`config.mk`:
```
export PLATFORM = sky130hd
export DESIGN_NAME = logistic_regression_inference_core
export DESIGN_NICKNAME = d
export VERILOG_FILES = /design/src/rtl/core/lri_pkg.sv /design/src/rtl/core/logistic_regression_inference_core.sv
export SDC_FILE = /design/constraint.sdc
export NUM_CORES = 2
export LEC_CHECK = 0
export ABC_AREA = 1
export ABC_CLOCK_PERIOD_IN_PS = 6500
export BUFFER_PORTS_ARGS = -buffer_cell sky130_fd_sc_hd__clkbuf_2
export CAP_MARGIN = 20
export CORE_UTILIZATION = 40
export CTS_BUF_LIST = sky130_fd_sc_hd__clkbuf_16
export CTS_CLUSTER_SIZE = 40
export DETAILED_ROUTE_END_ITERATION = 8
export SETUP_SLACK_MARGIN = 0.3
export SKIP_LAST_GASP = 1
export SLEW_MARGIN = 20
export SYNTH_ARGS = -nofsm -noshare
export SYNTH_HDL_FRONTEND = slang
export SYNTH_SLANG_ARGS = --single-unit
```
`constraint.sdc`:
```
create_clock -name clk -period 6.5 [get_ports clk]
set_input_delay 1.3 -clock clk [delete_from_list [all_inputs] [get_ports clk]]
set_output_delay 1.3 -clock clk [all_outputs]
set_load 0.01 [all_outputs]
```
`src/rtl/core/lri_pkg.sv`:
```
// Shared types and constants for the logistic-regression inference core.
// Holds the stream field layout, accumulator limits and the sigmoid lookup table.
// No dependencies.
package lri_pkg;

	localparam int ACC_W     = 40;
	localparam int PROD_W    = 32;
	localparam int CNT_W     = 7;
	localparam int S_TDATA_W = 40;
	localparam int M_TDATA_W = 16;

	localparam logic [CNT_W-1:0] CNT_MAX = 7'd127;

	localparam logic KIND_LOAD    = 1'b0;
	localparam logic KIND_FEATURE = 1'b1;

	localparam logic signed [ACC_W-1:0] ACC_MAX = {1'b0, {(ACC_W-1){1'b1}}};
	localparam logic signed [ACC_W-1:0] ACC_MIN = {1'b1, {(ACC_W-1){1'b0}}};

	localparam logic [95:0] EXP_STEP = 96'd4034748382;

	typedef logic [255:0][15:0] sig_table_t;

	// Shift-and-subtract division, used only while the table is elaborated.
	function automatic logic [95:0] div_floor(input logic [95:0] n, input logic [95:0] d);
		logic [95:0] quo;
		logic [95:0] rem;
		int b;
		quo = '0;
		rem = '0;
		for (b = 63; b >= 0; b--) begin
			rem = {rem[94:0], n[b]};
			if (rem >= d) begin
				rem = rem - d;
				quo[b] = 1'b1;
			end
		end
		return quo;
	endfunction

	// Entry i holds sigmoid(-8 + i/16) in Q0.16, built from e^(-m/16) in Q0.32.
	function automatic sig_table_t build_sig_table();
		sig_table_t tbl;
		logic [95:0] e [129];
		logic [95:0] d;
		logic [95:0] num;
		logic [95:0] q;
		int m;
		int i;
		e[0] = 96'd1 << 32;
		for (m = 1; m <= 128; m++) begin
			e[m] = (e[m-1] * EXP_STEP + (96'd1 << 31)) >> 32;
		end
		for (i = 0; i < 256; i++) begin
			if (i >= 128) begin
				d   = (96'd1 << 32) + e[i-128];
				num = 96'd1 << 48;
			end else begin
				d   = (96'd1 << 32) + e[128-i];
				num = e[128-i] << 16;
			end
			q = div_floor(num + (d >> 1), d);
			if (q > 96'd65535) begin
				q = 96'd65535;
			end
			tbl[i] = q[15:0];
		end
		return tbl;
	endfunction

	localparam sig_table_t SIG_TABLE = build_sig_table();

endpackage

```
`src/rtl/core/logistic_regression_inference_core.sv`:
```
// Logistic-regression inference core: weight store, multiply-accumulate and sigmoid lookup.
// Depends on lri_pkg for field layout, accumulator limits and the sigmoid table.
// Pipeline: the last feature's sum passes registers s1, s2 and s3 to the output register.
// Throughput: one input transfer per cycle unless a finished sum waits on m_tready, set
// by the single-port weight read and one multiply and one saturating 40-bit add per stage.
// Reset: element counter and accumulator clear, weight_count returns to 1; the weight store
// is not cleared and holds undefined data until written.
module logistic_regression_inference_core #(
	parameter int MAX_WEIGHTS = 64
) (
	input  logic                          clk,
	input  logic                          arst_n,
	input  logic                          weight_count_we,
	input  logic [lri_pkg::CNT_W-1:0]     weight_count_wdata,
	input  logic                          s_tvalid,
	output logic                          s_tready,
	// Fields from bit 0: weight_index[5:0], weight_value[21:6], feature_value[37:22], zero pad.
	input  logic [lri_pkg::S_TDATA_W-1:0] s_tdata,
	// Fields from bit 0: kind.
	input  logic                          s_tuser,
	input  logic                          s_tlast,
	output logic                          m_tvalid,
	input  logic                          m_tready,
	// Fields from bit 0: probability[15:0].
	output logic [lri_pkg::M_TDATA_W-1:0] m_tdata,
	// Fields from bit 0: count_mismatch.
	output logic                          m_tuser
);

	localparam int AW = (MAX_WEIGHTS > 1) ? $clog2(MAX_WEIGHTS) : 1;
	localparam int UW = ($clog2(MAX_WEIGHTS + 1) > lri_pkg::CNT_W) ?
		$clog2(MAX_WEIGHTS + 1) : lri_pkg::CNT_W;

	logic [5:0]         weight_index;
	logic signed [15:0] weight_value;
	logic signed [15:0] feature_value;

	logic [lri_pkg::CNT_W-1:0] weight_count_q;
	logic [lri_pkg::CNT_W-1:0] cnt_q;
	logic                      over_q;
	logic [lri_pkg::CNT_W-1:0] cnt_next;
	logic                      over_next;
	logic [UW-1:0]             used;
	logic                      en_acc;
	logic                      mismatch;

	logic in_xfer;
	logic feat_xfer;
	logic load_xfer;
	logic slot_ok;

	logic [15:0] weight_mem [MAX_WEIGHTS];

	logic               valid_s1;
	logic               en_s1;
	logic               last_s1;
	logic               mis_s1;
	logic signed [15:0] feat_s1;
	logic signed [15:0] w_s1;

	logic                               valid_s2;
	logic                               en_s2;
	logic                               last_s2;
	logic                               mis_s2;
	logic signed [lri_pkg::PROD_W-1:0]  prod_s2;

	logic                              valid_s3;
	logic                              mis_s3;
	logic signed [lri_pkg::ACC_W-1:0]  sum_s3;

	logic signed [lri_pkg::ACC_W-1:0] acc_q;
	logic signed [lri_pkg::ACC_W:0]   sum_wide;
	logic signed [lri_pkg::ACC_W-1:0] sum_sat;

	logic [27:0] idx_hi;
	logic [7:0]  idx;

	logic        out_valid_q;
	logic [15:0] prob_q;
	logic        mis_q;

	logic out_free;
	logic free3;
	logic free2;
	logic free1;

	assign weight_index  = s_tdata[5:0];
	assign weight_value  = s_tdata[21:6];
	assign feature_value = s_tdata[37:22];

	assign out_free = !out_valid_q || m_tready;
	assign free3    = !valid_s3 || out_free;
	assign free2    = !valid_s2 || !last_s2 || free3;
	assign free1    = !valid_s1 || free2;
	assign s_tready = free1;

	assign in_xfer   = s_tvalid && s_tready;
	assign feat_xfer = in_xfer && (s_tuser == lri_pkg::KIND_FEATURE);
	assign load_xfer = in_xfer && (s_tuser == lri_pkg::KIND_LOAD);
	assign slot_ok   = UW'(weight_index) < UW'(MAX_WEIGHTS);

	always_comb begin
		used = (UW'(weight_count_q) > UW'(MAX_WEIGHTS)) ? UW'(MAX_WEIGHTS) : UW'(weight_count_q);
		en_acc = !over_q && (UW'(cnt_q) < used);
		if (cnt_q >= lri_pkg::CNT_MAX) begin
			cnt_next  = cnt_q;
			over_next = 1'b1;
		end else begin
			cnt_next  = cnt_q + 1'b1;
			over_next = over_q;
		end
		mismatch = over_next || (cnt_next != weight_count_q);
	end

	always_comb begin
		sum_wide = (lri_pkg::ACC_W+1)'(acc_q) + (lri_pkg::ACC_W+1)'(prod_s2);
		if (!en_s2) begin
			sum_sat = acc_q;
		end else if (sum_wide[lri_pkg::ACC_W] != sum_wide[lri_pkg::ACC_W-1]) begin
			sum_sat = sum_wide[lri_pkg::ACC_W] ? lri_pkg::ACC_MIN : lri_pkg::ACC_MAX;
		end else begin
			sum_sat = sum_wide[lri_pkg::ACC_W-1:0];
		end
	end

	always_comb begin
		idx_hi = sum_s3[lri_pkg::ACC_W-1:12];
		priority if (idx_hi[27] && !(&idx_hi[27:7])) begin
			idx = 8'd0;
		end else if (!idx_hi[27] && (|idx_hi[26:7])) begin
			idx = 8'd255;
		end else begin
			idx = {~idx_hi[7], idx_hi[6:0]};
		end
	end

	always_ff @(posedge clk) begin
		if (load_xfer && slot_ok) begin
			weight_mem[AW'(weight_index)] <= weight_value;
		end
		if (feat_xfer && en_acc) begin
			w_s1 <= weight_mem[AW'(cnt_q)];
		end
	end

	always_ff @(posedge clk or negedge arst_n) begin
		if (!arst_n) begin
			weight_count_q <= 7'd1;
			cnt_q          <= '0;
			over_q         <= 1'b0;
			acc_q          <= '0;
			valid_s1       <= 1'b0;
			valid_s2       <= 1'b0;
			valid_s3       <= 1'b0;
			out_valid_q    <= 1'b0;
		end else begin
			if (weight_count_we) begin
				weight_count_q <= weight_count_wdata;
			end
			if (feat_xfer) begin
				if (s_tlast) begin
					cnt_q  <= '0;
					over_q <= 1'b0;
				end else begin
					cnt_q  <= cnt_next;
					over_q <= over_next;
				end
			end
			if (valid_s2 && free2) begin
				acc_q <= last_s2 ? '0 : sum_sat;
			end
			if (free1) begin
				valid_s1 <= feat_xfer;
			end
			if (free2) begin
				valid_s2 <= valid_s1;
			end
			if (free3) begin
				valid_s3 <= valid_s2 && last_s2;
			end
			if (out_free) begin
				out_valid_q <= valid_s3;
			end
		end
	end

	always_ff @(posedge clk) begin
		if (feat_xfer) begin
			feat_s1 <= feature_value;
			en_s1   <= en_acc;
			last_s1 <= s_tlast;
			mis_s1  <= mismatch;
		end
		if (free2 && valid_s1) begin
			prod_s2 <= feat_s1 * w_s1;
			en_s2   <= en_s1;
			last_s2 <= last_s1;
			mis_s2  <= mis_s1;
		end
		if (free3 && valid_s2 && last_s2) begin
			sum_s3 <= sum_sat;
			mis_s3 <= mis_s2;
		end
		if (out_free && valid_s3) begin
			prob_q <= lri_pkg::SIG_TABLE[idx];
			mis_q  <= mis_s3;
		end
	end

	assign m_tvalid = out_valid_q;
	assign m_tdata  = prob_q;
	assign m_tuser  = mis_q;

	a_count_clears_after_last: assert property (@(posedge clk) disable iff (!arst_n)
		feat_xfer && s_tlast |=> cnt_q == '0 && !over_q)
		else $error("element counter not cleared after the last feature transfer");

	a_over_only_at_max: assert property (@(posedge clk) disable iff (!arst_n)
		over_q |-> cnt_q == lri_pkg::CNT_MAX)
		else $error("counter overflow flag set below the counter limit");

	a_acc_clears_after_sum: assert property (@(posedge clk) disable iff (!arst_n)
		valid_s2 && free2 && last_s2 |=> acc_q == '0)
		else $error("accumulator not cleared after a finished sum");

	a_result_from_last: assert property (@(posedge clk) disable iff (!arst_n)
		$past(free3) && valid_s3 |-> $past(valid_s2 && last_s2))
		else $error("result stage loaded without a last feature");

endmodule
```
==> impl_metrics.env <==
export IMPL_critPathMaxFanout=8
export IMPL_syn_to_final_growth_pct=12.0
export IMPL_die_y_um=400
export IMPL_die_area_um2=160000
export IMPL_place_area_um2=66200
export IMPL_syn_mean_instance_area_um2=10.2
export IMPL_syn_cell_area_um2=63300
export IMPL_drt_pass1_iterations=6
export IMPL_grt_max_degree=165
export IMPL_yosysUniqueCellTypes=49
export IMPL_cp_slowest_stage_delay_ns=0.66
export IMPL_fin_util_pct=45.3
export IMPL_ant_nets=0
export IMPL_grt_use_total_pct=22.5
export IMPL_ys_seq_elements=1199
export IMPL_vias=45700
export IMPL_routed_wl_um=182000
export IMPL_placement_io_buffers=70
export IMPL_fill_cells=14600
export IMPL_cts_sinks=1199
export IMPL_initial_core_util_pct=40.4
export IMPL_routedWlPerCell_um=21.6
export IMPL_cp_slowest_cell="fa_1"
export IMPL_hold_path_class="reg2reg"
export IMPL_core_area_um2=157000
export IMPL_p_leak_nw=28.1
export IMPL_post_route_drc_count=0
export IMPL_synthTopCellsByArea="edfxtp_1 54%, fa_1 8.3%, nand2_1 7.2%"
export IMPL_cp_common_cell="fa_1"
export IMPL_nNetsFinal=6698
export IMPL_clockBufferDepth=3
export IMPL_fin_crit_sh_pct=91.9
export IMPL_cp_arrival_ns=6.50
export IMPL_drt_initial_drc_count=4591
export IMPL_dp_hpwl_um=117000
export IMPL_min_period_ns=5.97
export IMPL_antenna_found_initial=6
export IMPL_tightest_slew_ns=1.09
export IMPL_cts_buffers=133
export IMPL_cts_htree_levels=4
export IMPL_critical_path_cell_chain="nand2_1 -> inv_1 -> fa_2 -> fa_1 -> buf_4 -> fa_1 -> fa_1 -> fa_1 -> fa_1 -> ha_1 -> nand2_1 -> nor4_1 -> nand3_1 -> nand3_1 -> nand3_1 -> nand2_1 -> nand3_1 -> nand2_1 -> xor2_1"
export IMPL_die_x_um=400
export IMPL_worst_path_dominant_cell_family="adder cells"
export IMPL_grt_pass1_vias=44100
export IMPL_required_ns=7.02
export IMPL_drive_gt1_share_pct=7.85
export IMPL_final_cells=8399
export IMPL_cts_tree="yes"
export IMPL_final_area_um2=70900
export IMPL_num_rows=145
export IMPL_ys_seq_area_share_pct=56.5
export IMPL_status="complete, no violations"
export IMPL_slew_viol_final=0
export IMPL_skew_ns=0.0536
export IMPL_syn_inst=6174
export IMPL_multiInputGateArea_um2=24100
export IMPL_ctsRootBufferMaster="clkbuf_16"
export IMPL_dp_cells=8128
export IMPL_synth_top_cell_area_share_pct=54.1
export IMPL_vdd_drop_max_mv=1.46
export IMPL_vias_per_cell=5.44
export IMPL_yosys_warnings=0
export IMPL_clock_latency_ns=0.79
export IMPL_synth_area_leader_cell="edfxtp_1"
export IMPL_finalSetupViolCount=0
export IMPL_cp_num_buf_inv=2
export IMPL_path_clk_slew_ns=0.06
export IMPL_drv_cap=0
export IMPL_rsz0062_at_grt="true"
export IMPL_area_sequential_um2=35700
export IMPL_grt_overflow=0
export IMPL_fin_setup_tns_ns=0
export IMPL_gp_congestion=0.991
export IMPL_path_class="reg2reg"
export IMPL_grt_pass1_wl_um=273000
export IMPL_critPathCaptureType="flip-flop"
export IMPL_postCtsHoldBufs=0
export IMPL_slew_headroom_pct=27.4
export IMPL_syn_num_nets=6640
export IMPL_final_hold_viol_count=0
export IMPL_critPathLaunchType="flip-flop"
export IMPL_power_density_nw_per_um2=573
export IMPL_max_freq_ghz=0.167
export IMPL_ios=73
export IMPL_total_power_w=0.0406
[cell type report]
cell class | instances | share of cell area, %
antenna | 1 | 0.00353
clock buffer | 133 | 4.70
clock inverter | 110 | 1.39
inverter | 584 | 3.12
multi-input combinational | 4056 | 34.0
sequential | 1199 | 50.4
tap | 2058 | 3.63
timing repair buffer | 258 | 2.77
[power breakdown]
part,switching (W),total (W),internal (W)
clock network,0.00323,0.00734,0.00411
registers,0.000314,0.0102,0.00984
logic,0.0144,0.0231,0.00871
[layout by cell type, fill, tap and decap left out, types with 6 or more instances in the layout]
| cell | count |
|---|---|
| nand2_1 | 1215 |
| edfxtp_1 | 1140 |
| nor2_1 | 809 |
| o21ai_0 | 609 |
| inv_1 | 602 |
| nand3_1 | 308 |
| fa_1 | 261 |
| buf_4 | 171 |
| o22ai_1 | 164 |
| a21oi_1 | 161 |
| ha_1 | 149 |
| clkbuf_16 | 133 |
| o221ai_1 | 99 |
| clkbuf_2 | 69 |
| nand4_1 | 59 |
| dfrtp_1 | 55 |
| xor2_1 | 40 |
| o211ai_1 | 34 |
| xnor2_1 | 32 |
| clkinv_1 | 30 |
| clkinv_2 | 20 |
| nor3_1 | 17 |
| buf_12 | 16 |
| a31oi_1 | 12 |
| or2_2 | 9 |
| nand2_2 | 9 |
| nor2_2 | 9 |
| o21ai_1 | 8 |
| clkinv_16 | 8 |
| bufinv_16 | 8 |
| clkinvlp_4 | 7 |
| inv_2 | 7 |
| a21o_1 | 6 |
[path summary, 6_finish.rpt]
check / from / end / cells past startpoint / slack (ns)
hold reg to reg: en_s1$_DFFE_PP_ / en_s2$_DFFE_PP_ / 0 / 0.40
max in group asynchronous: arst_n / cnt_q[2]$_DFFE_PN0P_ / 2 / 5.13
min in group asynchronous: arst_n / m_tvalid$_DFFE_PN0P_ / 2 / 0.70
setup / recovery: feat_s1[15]$_DFFE_PP_ / prod_s2[29]$_DFFE_PP_ / 19 / 0.53
setup reg to reg: feat_s1[15]$_DFFE_PP_ / prod_s2[29]$_DFFE_PP_ / 19 / 0.53
hold / removal: en_s1$_DFFE_PP_ / en_s2$_DFFE_PP_ / 0 / 0.40
[kinds of logic after synthesis]
family / after synthesis / share of synthesized area, %
simple gates: 2450 / 15.5
flops: 1199 / 56.5
compound gates: 1119 / 10.1
buf+inv: 919 / 5.59
fa+ha+maj: 412 / 11.3
xor+xnor: 72 / 0.997
mux: 3 / 0.0534
[synth_stat cells (all sizes together)]
cell and count:
nand3 308, xnor2 32, fa 263, clkinv 2
clkbuf 272, a22oi 2, o221ai 99, dfrtp 58
o31ai 1, o21ai 617, nand2 1225, a21o 6
buf 63, nor4 5, a32o 2, inv 582
mux2 3, nand4 59, nor2 821, and2 2
or2 9, o311ai 3, a211oi 1, and3 1
o21a 3, a21oi 162, o2111ai 2, a21boi 5
edfxtp 1140, o21bai 5, dfstp 1, ha 149
o211ai 34, o22ai 164, a221oi 1, nand3b 1
nor3 19, a31oi 12, xor2 40
[layer usage]
metal / global-route usage [%] / share of wire [%] / vias up
li1: - / - / 21200
met1: 30.8 / 43 / 22500
met2: 36.5 / 47 / 1647
met3: 3.40 / 6.8 / 330
met4: 8.00 / 3.2 / 2
met5: 0 / 0.0061 / -
[timing repair]
item                                    in CTS  in global routing
resized for setup                            0                  6
endpoints found under the setup margin       0                 11
buffers inserted                             0                 27
[flip-flops by register name, indices dropped and copies added (netlist names)]
signal          cells
weight_mem       1024
acc_q              40
prod_s2            32
sum_s3             28
feat_s1            16
m_tdata            16
w_s1               16
cnt_q               7
weight_count_q      7
en_s1               1
en_s2               1
last_s1             1
last_s2             1
m_tuser             1
m_tvalid            1
mis_s1              1
mis_s2              1
mis_s3              1
over_q              1
valid_s1            1
valid_s2            1
valid_s3            1
[through the flow]
stage	hold slack, ns	setup WS [ns]
6_report	0.398	0.526
5_1_grt	0.413	0.193
4_1_cts	0.404	0.334
3_5_place_dp	0.405	0.306
3_3_place_gp	0.408	0.292
2_1_floorplan	0.400	0.526
(Power assumes the default switching activity.)
